**src/bdasc_pkg.sv**
```systemverilog
// Shared constants and types for the binary to decimal ASCII converter.
// No dependencies.
package bdasc_pkg;

  localparam int DigitSlots = 8;
  localparam int DigitW     = 4;
  localparam int CharW      = 6;
  localparam int BcdW       = DigitSlots * DigitW;
  localparam int SatBits    = 27;
  localparam int IdxW       = 3;

  localparam logic [SatBits-1:0] SatLimit  = 27'd99999999;
  localparam logic [CharW-1:0]   AsciiZero = 6'h30;
  localparam logic [DigitW-1:0]  DigitFive = 4'd5;
  localparam logic [DigitW-1:0]  DigitAdj  = 4'd3;

  typedef struct packed {
    logic [CharW-1:0] digit_char;
    logic             last;
  } char_t;

endpackage

```
**src/bdasc_fifo.sv**
```systemverilog
// Two-entry queue between the input stage and the converter.
// Depends on bdasc_pkg.
module bdasc_fifo
  import bdasc_pkg::*;
#(
  parameter int Width = 24
) (
  input  logic             clk_i,
  input  logic             rst_ni,
  input  logic             push_i,
  input  logic [Width-1:0] push_data_i,
  output logic             push_ready_o,
  output logic             pop_valid_o,
  output logic [Width-1:0] pop_data_o,
  input  logic             pop_i
);

  logic [Width-1:0] mem_q [2];
  logic             wr_q;
  logic             rd_q;
  logic [1:0]       cnt_q;
  logic             do_push;
  logic             do_pop;

  assign push_ready_o = (cnt_q != 2'd2);
  assign pop_valid_o  = (cnt_q != 2'd0);
  assign pop_data_o   = mem_q[rd_q];
  assign do_push      = push_i && push_ready_o;
  assign do_pop       = pop_i && pop_valid_o;

  always_ff @(posedge clk_i or negedge rst_ni) begin
    if (!rst_ni) begin
      wr_q  <= 1'b0;
      rd_q  <= 1'b0;
      cnt_q <= 2'd0;
    end else begin
      if (do_push) begin
        wr_q <= !wr_q;
      end
      if (do_pop) begin
        rd_q <= !rd_q;
      end
      if (do_push && !do_pop) begin
        cnt_q <= cnt_q + 2'd1;
      end else if (do_pop && !do_push) begin
        cnt_q <= cnt_q - 2'd1;
      end
    end
  end

  always_ff @(posedge clk_i) begin
    if (do_push) begin
      mem_q[wr_q] <= push_data_i;
    end
  end

endmodule

```
**config.mk**
```make
export PLATFORM = sky130hd
export DESIGN_NAME = bdasc_fifo
export DESIGN_NICKNAME = d
export VERILOG_FILES = /design/src/bdasc_pkg.sv /design/src/bdasc_fifo.sv
export SDC_FILE = /design/constraint.sdc
export NUM_CORES = 1
export LEC_CHECK = 0
export BUFFER_PORTS_ARGS = -buffer_cell sky130_fd_sc_hd__buf_2
export CAP_MARGIN = 20
export CORE_MARGIN = 2
export CORE_UTILIZATION = 55
export DETAILED_ROUTE_END_ITERATION = 7
export GPL_TIMING_DRIVEN = 0
export PLACE_DENSITY = 0.87
export RECOVER_POWER = 50
export SYNTH_ARGS = -nofsm -noshare
export SYNTH_HDL_FRONTEND = slang
export SYNTH_SLANG_ARGS = --single-unit
export TNS_END_PERCENT = 100
```
**constraint.sdc**
```tcl
create_clock -name clk_i -period 5.5 [get_ports clk_i]
set_input_delay 0.275 -clock clk_i [delete_from_list [all_inputs] [get_ports clk_i]]
set_output_delay 0.275 -clock clk_i [all_outputs]
set_load 0.01 [all_outputs]
```
[Word level (Yosys, flattened, before mapping)]
Memory sizes are Yosys's and may differ from the RTL's.
Cells that the tools add are included.
Operators by class
  equality and inequality tests: 1
  muxes and demuxes: 4
  add/sub/neg operators: 2
  reductions and logical operators: 10
Operators by type and width (count)
  1-bit logical AND: 4
  1-bit logical NOT: 4
  2-bit 2-to-1 mux: 2
  2-bit nonzero test: 2
  2-bit by 1-bit adder with 2-bit output, second input constant: 1
  1-bit 2-to-1 mux: 2
  2-bit inequality test, second input constant: 1
  2-bit by 1-bit subtractor with 2-bit output, second input constant: 1
Word-level totals
  register bits after elaboration: 4
  RAM bits: 48
  memories kept: 1
  word-level logic and storage cells: 21
  output and inout bits: 26
Memories
  mem_q: depth 2, width 24, read ports 1, clocked after Yosys merged registers in 0, write ports 1, RTL line bdasc_fifo.sv:18  | logic [Width-1:0] mem_q [2];

[Logic depth before layout (Yosys ltp)]
  depth after elaboration: 6
  depth in mapped cells: 7
  mapped depth without buffers: 7

[Worst setup path before layout]
OpenSTA, ideal clock, no wires.
  kind: reg-to-reg
  from: register cnt_q[0]
  to: memory mem_q[0][0], enable pin
  arrival: 1.724 ns
  library setup time: 0.405 ns
  setup slack: 3.371 ns
  path buffers: 0
  data required time: 5.095 ns
  stages on the path, launching flop included: 4
  period minus slack after synthesis: 2.129 ns
  cell sequence: dfrtp_1 > nand2b_1 > nand2_1 > nor2_1
Between the ends
  word-level cells in the longest chain between the ends: 4
Ends and longest elaborated chain
  start: declaration: RTL line bdasc_fifo.sv:21  | logic [1:0] cnt_q;
  start signal: assignment: RTL line bdasc_fifo.sv:44  | cnt_q <= cnt_q + 2'd1;
  start signal: assignment: RTL line bdasc_fifo.sv:46  | cnt_q <= cnt_q - 2'd1;
  2-bit inequality test: RTL line bdasc_fifo.sv:25  | assign push_ready_o = (cnt_q != 2'd2);
  named net push_ready_o: RTL line bdasc_fifo.sv:12  | output logic push_ready_o,
  1-bit logical AND: RTL line bdasc_fifo.sv:28  | assign do_push = push_i && push_ready_o;
  1-bit 2-to-1 mux: RTL line bdasc_fifo.sv:52  | if (do_push) begin
  1-bit 2-to-1 mux (not written as such): RTL line bdasc_fifo.sv:53  | mem_q[wr_q] <= push_data_i;
  end: declaration: RTL line bdasc_fifo.sv:18
The timed path passes the listed nets, and every way through them passes these cells.

[Worst setup path in the final report]
  from: register cnt_q[0]
  to: memory mem_q[0][1], enable pin
Between the ends
  word-level cells in the longest chain between the ends: 4
Ends and longest elaborated chain (RTL line)
  2-bit inequality test: bdasc_fifo.sv:25
  1-bit logical AND: bdasc_fifo.sv:28
  1-bit 2-to-1 mux: bdasc_fifo.sv:52
  1-bit 2-to-1 mux (not written as such): bdasc_fifo.sv:53
No other way between the ends.

==> results.yml <==
power_and_ir_drop:
  power_mw: 1.316
  p_per_area_mw_per_mm2: 525.2
  p_leak_nw: 0.9928
  vdd_ir_drop_max_uv: 386.8
synthesis:
  synth_adder_area_share_pct: 0.6161
  ys_warn_count: 0
  yosysUniqueCellTypes: 16
  yosysTopAreaCell: "edfxtp_1"
  synth_enable_flop_cells: 48
  synth_common_cells: "48 x edfxtp_1, 19 x mux2_4, 5 x mux2_2, 4 x dfrtp_1, 3 x xnor2_1"
  synth_cells: 93
  ys_ff_latch: 52
  synth.most_common_cell: "edfxtp_1"
  postSynthAreaPerCell_um2: 21.84
  synth_compound_area_share_pct: 0
  synth_top_family_by_area: "multiplexers"
  seq_area_frac_synth_pct: 75.91
  synthTopCellsByArea: "edfxtp_1 71%, mux2_4 14%, dfrtp_1 4.9%, mux2_2 2.8%, buf_12 2.0%"
  syn-num-nets: 122
  synth-main-ff-cell: "edfxtp_1"
  synthMuxAreaShare_pct: 16.82
  netlist_area_mm2: 0.002031
  async_reset_ff_share_pct: 7.692
  synth.top_cell.area_share_pct: 70.98
  synth-simple-area-share_pct: 1.787
  synthXorXnorAreaFrac_pct: 2.157
global_route:
  gr-total-overflow: 0
  grt_pass1_wl_um: 4767
  grt-busiest-layer: "met2"
  grt_util_met1_pct: 18.98
  grt_pass1_vias: 992
  grt_max_degree: 25
  grt_use_total_pct: 16.17
  grtUsageMet2_pct: 27.58
  antenna_found_initial: 0
  use_met3_pct: 5.208
sta:
  fmax_ghz: 0.5782
  max_slew_margin_pct: 60.87
  fin_crit_sh_pct: 31.44
  min_period_ps: 1729
  skew_ps: 2.632
  finalSetupViolCount: 0
  hold_viol_final: 0
  rsz0062_at_grt: "no"
  slew_viol_final: 0
  tightestPinTransition_ps: 586.2
  final.setup.tns_ps: 0
setup_path:
  critical_path_arrival_ps: 1740
  cp_slowest_cell: "nor2_2"
  worstPathRequired_ps: 5520
  cpPeakStageDelay_ps: 480
  path_class: "flip-flop to flip-flop"
  crit_path_end_kind: "flip-flop"
  critPathMaxFanout: 16
  critical_path.startpoint: "cnt_q[0]"
  worst_setup_path_start_kind: "flip-flop"
  worstReg2RegStart: "cnt_q[0]"
  crit_chain: "nand2b_1, nand2_1, nor2_2, buf_16"
  r2r_slack_ps: 3770
drt:
  vias: 1007
  drt_first_iter_violations: 35
  drc: 0
  vias_per_cell: 4.912
  wl_per_cell_um: 14.50
  drt_first_pass_iters: 4
  routed_wl_um: 2972
  drtAntennaViolNets: 0
floorplanning:
  dieArea_mm2: 0.004195
  ios: 54
  die_w_um: 64.77
  start_util_pct: 56.32
  core_area_mm2: 0.003606
  die-height_um: 64.77
  rows: 22
clocking:
  cts_setup_buffers: 0
  cts_made_buffers: 5
  tritoncts: "built"
  clk_pin_slew_ps: 90
  clk_path_buf_depth: 2
  cts-root-buf: "clkbuf_8"
  clk_latency_ps: 300
  post_cts_resized: 0
  cts_hold_buf: 1
  htree_levels: 2
  cts_sinks: 52
cells_and_area:
  synthToLayoutAreaGrowth_pct: 23.41
  final_layout_size_suffix_gt1_share_pct: 50.32
  n_fill_cell: 240
  final_cells: 205
  n_antenna_cell: 0
  nets: 185
place:
  place_inst: 195
  place_congestion: 0.7207
  port_buffers: 53
  place_hpwl_um: 2134
status:
  outcome: "finished clean"
flow_run:
  maxCapViolations: 0
worst_hold_path:
  hold_class: "input pin to flip-flop"
  hold_start: "push_data_i[4]"
## power breakdown
| group | internal (mW) | switching (mW) |
|---|---|---|
| registers | 0.543 | 0.0321 |
| clock network | 0.135 | 0.116 |
| logic | 0.264 | 0.226 |
| total | 0.942 | 0.374 |
## cell families after synthesis
family / after synthesis
adders and majority gates: 1
muxes: 24
DFF: 52
xor gates and xnor gates: 5
buffers and inverters: 4
and+or+nand+nor: 7
## worst max-delay path: cells and delay by family (launching register included)
family / cells / cell delay, ps
simple gates: 3 / 780
flops: 1 / 430
buf+inv: 1 / 220
## cells in the final DEF, fill, tap and decap left out, types with 2 or more instances in the layout
master	netlist	final
clkbuf_1	0	12
xor2_1	2	2
buf_2	0	40
xnor2_1	3	3
dfrtp_1	4	4
clkbuf_8	0	5
edfxtp_1	48	48
buf_12	2	2
mux2_4	19	19
mux2_2	5	5
## state kept, by name, summed over array words and instances, names as in the netlist
signal / cells
cnt_q: 2
wr_q: 1
mem_q: 48
rd_q: 1
## stage by stage
stage | hold slack, ps | area, µm² | setup WS [ps] | utilization (%)
floorplan | -20.59 | 2031 | 3371 | -
global placement | 78.33 | 2356 | 2997 | 65.34
detailed placement | 84.62 | 2386 | 3614 | 66.17
CTS | 149.5 | 2507 | 3599 | 69.54
global route | 146.6 | 2506 | 3650 | 69.50
finish | 162.4 | 2506 | 3771 | 69.50
## final timing paths
| kind | endpoint | cells after the start |
|---|---|---|
| min in group asynchronous | cnt_q[0] | 2 |
| worst min register to register | wr_q | 1 |
| worst min-delay path | mem_q[1][4] | 1 |
| max in group asynchronous | cnt_q[1] | 2 |
| worst max-delay path | mem_q[0][1] | 4 |
| worst max register to register | mem_q[0][1] | 4 |
## routing by layer
layer	wire, µm	vias up
li1	-	479
met1	1174	489
met2	1600	36
met3	165	3
met4	31	0
met5	0	-
## area by class of cell
type | instances | area [µm²] | share of cell area [%]
flip-flops and latches | 52 | 1541 | 61.51
multi-input cells | 37 | 436.7 | 17.42
repair buffers | 56 | 301.5 | 12.03
clock buffers | 5 | 68.82 | 2.746
well taps | 48 | 60.06 | 2.396
plain buffers | 3 | 51.30 | 2.047
clock inverters | 3 | 42.54 | 1.697
inverters | 1 | 3.754 | 0.1498
Power figures use the tool's default switching activity.
