[config.mk]
export PLATFORM = sky130hd
export DESIGN_NAME = bdasc_front_flat
export DESIGN_NICKNAME = d
export VERILOG_FILES = /design/src/bdasc_pkg.sv /design/src/bdasc_if.sv /design/src/bdasc_front.sv /design/src/flat_wrapper.sv
export SDC_FILE = /design/constraint.sdc
export NUM_CORES = 1
export LEC_CHECK = 0
export ABC_AREA = 1
export BUFFER_PORTS_ARGS = -buffer_cell sky130_fd_sc_hd__buf_4
export CORE_AREA = 5 5 53 55
export DETAILED_ROUTE_END_ITERATION = 10
export DIE_AREA = 0 0 58 60
export PLACE_DENSITY_LB_ADDON = 0.2
export SYNTH_ARGS = -nofsm -noshare
export SYNTH_HDL_FRONTEND = slang
export SYNTH_SLANG_ARGS = --single-unit
[constraint.sdc]
create_clock -name clk_i -period 2 [get_ports clk_i]
set_input_delay 0.2 -clock clk_i [delete_from_list [all_inputs] [get_ports clk_i]]
set_output_delay 0.2 -clock clk_i [all_outputs]
set_load 0.02 [all_outputs]
[src/bdasc_pkg.sv]
// Shared constants and types for the binary to decimal ASCII converter.
// No dependencies.
package bdasc_pkg;

  localparam int DigitSlots = 8;
  localparam int DigitW     = 4;
  localparam int CharW      = 6;
  localparam int BcdW       = DigitSlots * DigitW;
  localparam int SatBits    = 27;
  localparam int IdxW       = 3;

  localparam logic [SatBits-1:0] SatLimit  = 27'd99999999;
  localparam logic [CharW-1:0]   AsciiZero = 6'h30;
  localparam logic [DigitW-1:0]  DigitFive = 4'd5;
  localparam logic [DigitW-1:0]  DigitAdj  = 4'd3;

  typedef struct packed {
    logic [CharW-1:0] digit_char;
    logic             last;
  } char_t;

endpackage

[src/bdasc_if.sv]
// Handshake channels: binary value in, ASCII digit word out.
// Depends on bdasc_pkg.
interface bdasc_value_if #(
  parameter int VALUE_BITS = 24
);
  logic                  valid;
  logic                  ready;
  logic [VALUE_BITS-1:0] value;

  modport source (output valid, output value, input ready);
  modport sink   (input valid, input value, output ready);
endinterface


[src/bdasc_front.sv]
// Input stage: accepts a value, saturates it to eight decimal digits, registers it.
// Depends on bdasc_pkg and bdasc_value_if.
module bdasc_front
  import bdasc_pkg::*;
#(
  parameter int VALUE_BITS = 24,
  parameter int CvtBits    = 24
) (
  input  logic               clk_i,
  input  logic               rst_ni,
  bdasc_value_if.sink        value_i,
  output logic               push_o,
  output logic [CvtBits-1:0] push_data_o,
  input  logic               push_ready_i
);

  localparam int ExtBits = (VALUE_BITS > SatBits) ? VALUE_BITS : SatBits;

  logic               vld_q;
  logic [CvtBits-1:0] data_q;
  logic [ExtBits-1:0] ext;
  logic [ExtBits-1:0] sat;
  logic               take;

  assign ext = ExtBits'(value_i.value);
  assign sat = (ext > ExtBits'(SatLimit)) ? ExtBits'(SatLimit) : ext;

  assign value_i.ready = !vld_q || push_ready_i;
  assign take          = value_i.valid && value_i.ready;
  assign push_o        = vld_q;
  assign push_data_o   = data_q;

  always_ff @(posedge clk_i or negedge rst_ni) begin
    if (!rst_ni) begin
      vld_q <= 1'b0;
    end else if (take) begin
      vld_q <= 1'b1;
    end else if (push_ready_i) begin
      vld_q <= 1'b0;
    end
  end

  always_ff @(posedge clk_i) begin
    if (take) begin
      data_q <= sat[CvtBits-1:0];
    end
  end

endmodule

[src/flat_wrapper.sv]
// flat-port wrapper written by rule: the top's interface ports become plain ports
module bdasc_front_flat import bdasc_pkg::*;
#(
  parameter int VALUE_BITS = 24,
  parameter int CvtBits    = 24
)
  (clk_i, rst_ni, push_o, push_data_o, push_ready_i, value_i_valid, value_i_value, value_i_ready);
  bdasc_value_if #(.VALUE_BITS(VALUE_BITS)) value_i_i ();
  input  logic clk_i;
  input  logic rst_ni;
  output logic push_o;
  output logic [CvtBits-1:0] push_data_o;
  input  logic push_ready_i;
  input wire logic [$bits(value_i_i.valid)-1:0] value_i_valid;
  input wire logic [$bits(value_i_i.value)-1:0] value_i_value;
  output wire logic [$bits(value_i_i.ready)-1:0] value_i_ready;
  assign value_i_i.valid = value_i_valid;
  assign value_i_i.value = value_i_value;
  assign value_i_ready = value_i_i.ready;
  bdasc_front #(.VALUE_BITS(VALUE_BITS), .CvtBits(CvtBits)) u_core (.clk_i(clk_i), .rst_ni(rst_ni), .value_i(value_i_i), .push_o(push_o), .push_data_o(push_data_o), .push_ready_i(push_ready_i));
endmodule
# Word-level counts from Yosys, hierarchy flattened
# Index checks and enable logic that the tools add are counted.
# word_totals
register_bits,25
wordCells,9
# classes
mux,2
reduce_logical,4
n_lt_le_gt_ge,1
# op_table
op,n
"> comparator 24 x 27 -> 1 bit, second input constant",1
two-way mux 1 bit,2
nonzero test 2 bit,1
logical AND 1 bit,1
zero test 1 bit,1
logical OR 1 bit,1

# Logic depth before layout (Yosys ltp)
# logic_depth
depth_word,4
depth_mapped,3

# Worst setup path before layout
# OpenSTA, ideal clock, no wires.
# synth_timing
path_kind,reg-to-reg
start,register u_core.vld_q (netlist: u_core.push_o)
end,"register u_core.data_q[0] (netlist: u_core.push_data_o[0]), enable pin"
stages_incl_launch_ff,2
setup_ns,0.413
arrival_time_ns,1.713
path_slack_ns,-0.126
required_ns,1.587
synth_period_minus_slack_ns,2.126
n_path_buf,0
path_cell_list,dfrtp_1 > a21oi_1
# synth_between
elab_chain_cells,3
# synth_lines
item,line,text
"start, declared",bdasc_front.sv:19,logic vld_q;
"start signal, assigned",bdasc_front.sv:35,vld_q <= 1'b0;
"start signal, assigned",bdasc_front.sv:37,vld_q <= 1'b1;
"start signal, assigned",bdasc_front.sv:39,vld_q <= 1'b0;
zero test 1 bit,bdasc_front.sv:28,assign value_i.ready = !vld_q || push_ready_i;
logical OR 1 bit,bdasc_front.sv:28,
logical AND 1 bit,bdasc_front.sv:29,assign take = value_i.valid && value_i.ready;
net u_core.take,bdasc_front.sv:23,logic take;
"end signal, assigned",bdasc_front.sv:45,data_q <= sat[CvtBits-1:0];
"end, declared",bdasc_front.sv:20,logic [CvtBits-1:0] data_q;
# The timed path passes the listed nets, and every way through them passes these cells.
# A chain may end at the register's enable or synchronous reset.

# Worst setup path after layout
# layout_timing
start,register u_core.vld_q (netlist: u_core.push_o)
end,"register u_core.data_q[19] (netlist: u_core.push_data_o[19]), enable pin"
# Same word-level chain as after synthesis.

==> summary.md <==
| Metric | Value |
|---|---|
| Sequential standard cell area | `around 750 µm²` |
| VDD IR max | `around 0.39 mV` |
| F_max | `roughly 840 MHz` |
| Layout cells sized above 1 | `66.3%` |
| Kind of critical path | `reg2reg` |
| Area grow syn2layout | `63.2%` |
| Clock sink count | `25` |
| Sequential area share after synthesis | `97.4%` |
| Worst setup startpoint | `u_core.push_o` |
| Starting Density | `roughly a third` |
| Vias in the first global route | `between 400 and 500` |
| Clock skew | `between 0.004 and 0.005 ns` |
| CP Data Arrival Time | `between 1 and 1.5 ns` |
| Commonest non-fill, non-tap cell in the layout | `buf_4` |
| Max-slew violations | `0` |
| Pin count of the biggest net entering global routing | `25` |
| Yosys warnings | `0` |
| Relative slew slack | `approximately four fifths` |
| Tmin final | `approximately 1.2 ns` |
| Vias per cell | `4.01` |
| Slew @ Worst Pin | `0.295 ns` |
| GRT Residual Overflow | `0` |
| Antenna violations before repair | `0` |
| I/O pin count | `54` |
| Pwr Density | `774 nW/µm²` |
| Nets | `about 120` |
| Final Power | `about 0.97 mW` |
| Synthesized Nets | `58` |
| Avg WL per Cell | `between 10 and 15 µm` |
| Clock transition at the registers of the reported paths | `0.13 ns` |
| Longest Clk Path Bufs | `2` |
| Leak | `roughly 0.54 nW` |
| Total number of vias | `~480` |
| Mapped Area | `around 770 µm²` |
| Worst r2r src | `u_core.push_o` |
| Fin Setup TNS | `0 ns` |
| N_diodes | `0` |
| Distinct cell type count after synthesis | `5` |
| Synth Area per Inst | `around 26 µm²` |
| Die width | `58 µm` |
| DR iter-0 viols | `4` |
| Post-CTS Setup Bufs | `0` |
| Worst hold path type | `in2reg` |
| Die H | `around 60 µm` |
| Critical Path Start Type | `flip-flop` |
| Num rows | `18` |
| Count of final setup violators | `0` |
| WL final | `roughly 1500 µm` |
| Final hold vios | `0` |
| DR pass1 iterations | `2` |
| Routability cong. | `between 0.6 and 0.7` |
| MaxCap Viol Count | `0` |
| Hold depth | `1` |
| CTS tree | `yes` |
| Hold endpoint | `u_core.push_data_o[17]` |
| Die ar. | `about 3500 µm²` |
| Reg2reg end | `u_core.push_data_o[19]` |
| Final hold slack | `between 0.06 and 0.07 ns` |
| CP max FO | `24` |
| Post-route ant nets | `0` |
| Clock latency on the worst-skew pair | `roughly 0.30 ns` |
| Cells after synthesis | `30` |
| Hold_sp | `value_i_value[17]` |
| Max H-tree Level | `1` |
| Outcome | `finished clean` |
| Clock buffer count from CTS | `3` |
| Worst Reg-to-Reg Cells | `2` |
| Drt drc | `0` |
| CP required | `~2 ns` |
| Footprint of the multi-input gates | `around 16 µm²` |
| Global-route wire length before repair | `between 2000 and 2500 µm` |
| Slack of the worst reg-to-reg path | `~0.81 ns` |
| Fin crit share | `59.4%` |
| Yosys reg bits | `25` |
| Commonest cells after routing, fill and taps aside | `buf_4, edfxtp_1, clkbuf_4` |
| All-Layer GR Usage | `under 10%` |
| RSZ-0062 raised after global routing | `no` |
| Core Region | `2340 µm²` |
| FILL cells | `210` |
| Clock Tree Root | `clkbuf_4` |
| CP endpoint kind | `flip-flop` |
| Port bufs | `53` |
power by group:
| part | internal, mW | switching (mW) | total, mW |
|---|---|---|---|
| Sequential | 0.608 | 0.00830 | 0.616 |
| Combinational | 0.0709 | 0.0676 | 0.139 |
| Clock | 0.0745 | 0.138 | 0.213 |
| Total | 0.753 | 0.214 | 0.967 |
how the worst max path moves through the flow:
stage,slack [ns],cells after the start,endpoint
6_report,0.81,2,u_core.push_data_o[19]
5_1_grt,0.74,2,u_core.push_data_o[19]
4_1_cts,0.79,2,u_core.push_data_o[13]
3_5_place_dp,0.82,2,u_core.push_data_o[13]
3_3_place_gp,0.85,2,u_core.push_data_o[0]
2_1_floorplan,0.40,1,u_core.push_data_o[0]
critical path, cell delays in order (launching register included):
cell	delay (ns)
dfrtp_1	0.43
a21oi_2	0.14
buf_4	0.30
Yosys cell counts:
cell	count	area share, %
inv_1	2	0.98
dfrtp_1	1	3.3
nand2_1	2	0.98
edfxtp_1	24	94
a21oi_1	1	0.65
kinds of logic (layout without fill, tap and decap cells):
family	Yosys count	count (layout)	share of synthesized area [%]
AO/OA/AOI/OAI	1	1	0.653
buffers and inverters	2	61	0.981
flip-flops	25	25	97.4
AND/OR/NAND/NOR	2	2	0.981
per-stage QoR:
stage / cell area (µm²) / setup WS (ns) / util, % / cells
floorplan: 769 / 0.400 / - / 30
global placement: 1210 / 0.850 / 51.8 / 114
detailed placement: 1210 / 0.821 / 51.8 / 114
CTS: 1250 / 0.788 / 53.4 / 119
global route: 1250 / 0.743 / 53.4 / 119
finish: 1250 / 0.813 / 53.4 / 119
timing repair:
action                                 CTS  global route
hold buffers                             1             0
setup endpoints to repair                0             0
endpoints found under the hold margin    1             0
gates resized for setup                  0             0
area by class of cell:
class                   count  share of cell area (%)
multi-input cells           3                    1.30
clock inverters             1                   0.400
well taps                  30                    3.00
clock buffers               3                    1.80
flip-flops and latches     25                    59.7
repair buffers             55                    33.2
inverters                   2                   0.601
routing by layer:
metal / GRT usage, % / vias to the layer above / share of wire [%]
met5: 0 / - / 0
met4: 3.97 / 0 / 0.71
met3: 3.67 / 2 / 12
met2: 15.3 / 24 / 56
met1: 8.99 / 221 / 31
li1: - / 230 / -
state kept, by name, summed over array words and instances, names as in the netlist:
| name | cells |
|---|---|
| u_core.push_data_o | 24 |
| u_core.push_o | 1 |
Note: power is estimated with default switching activity, not from simulation.
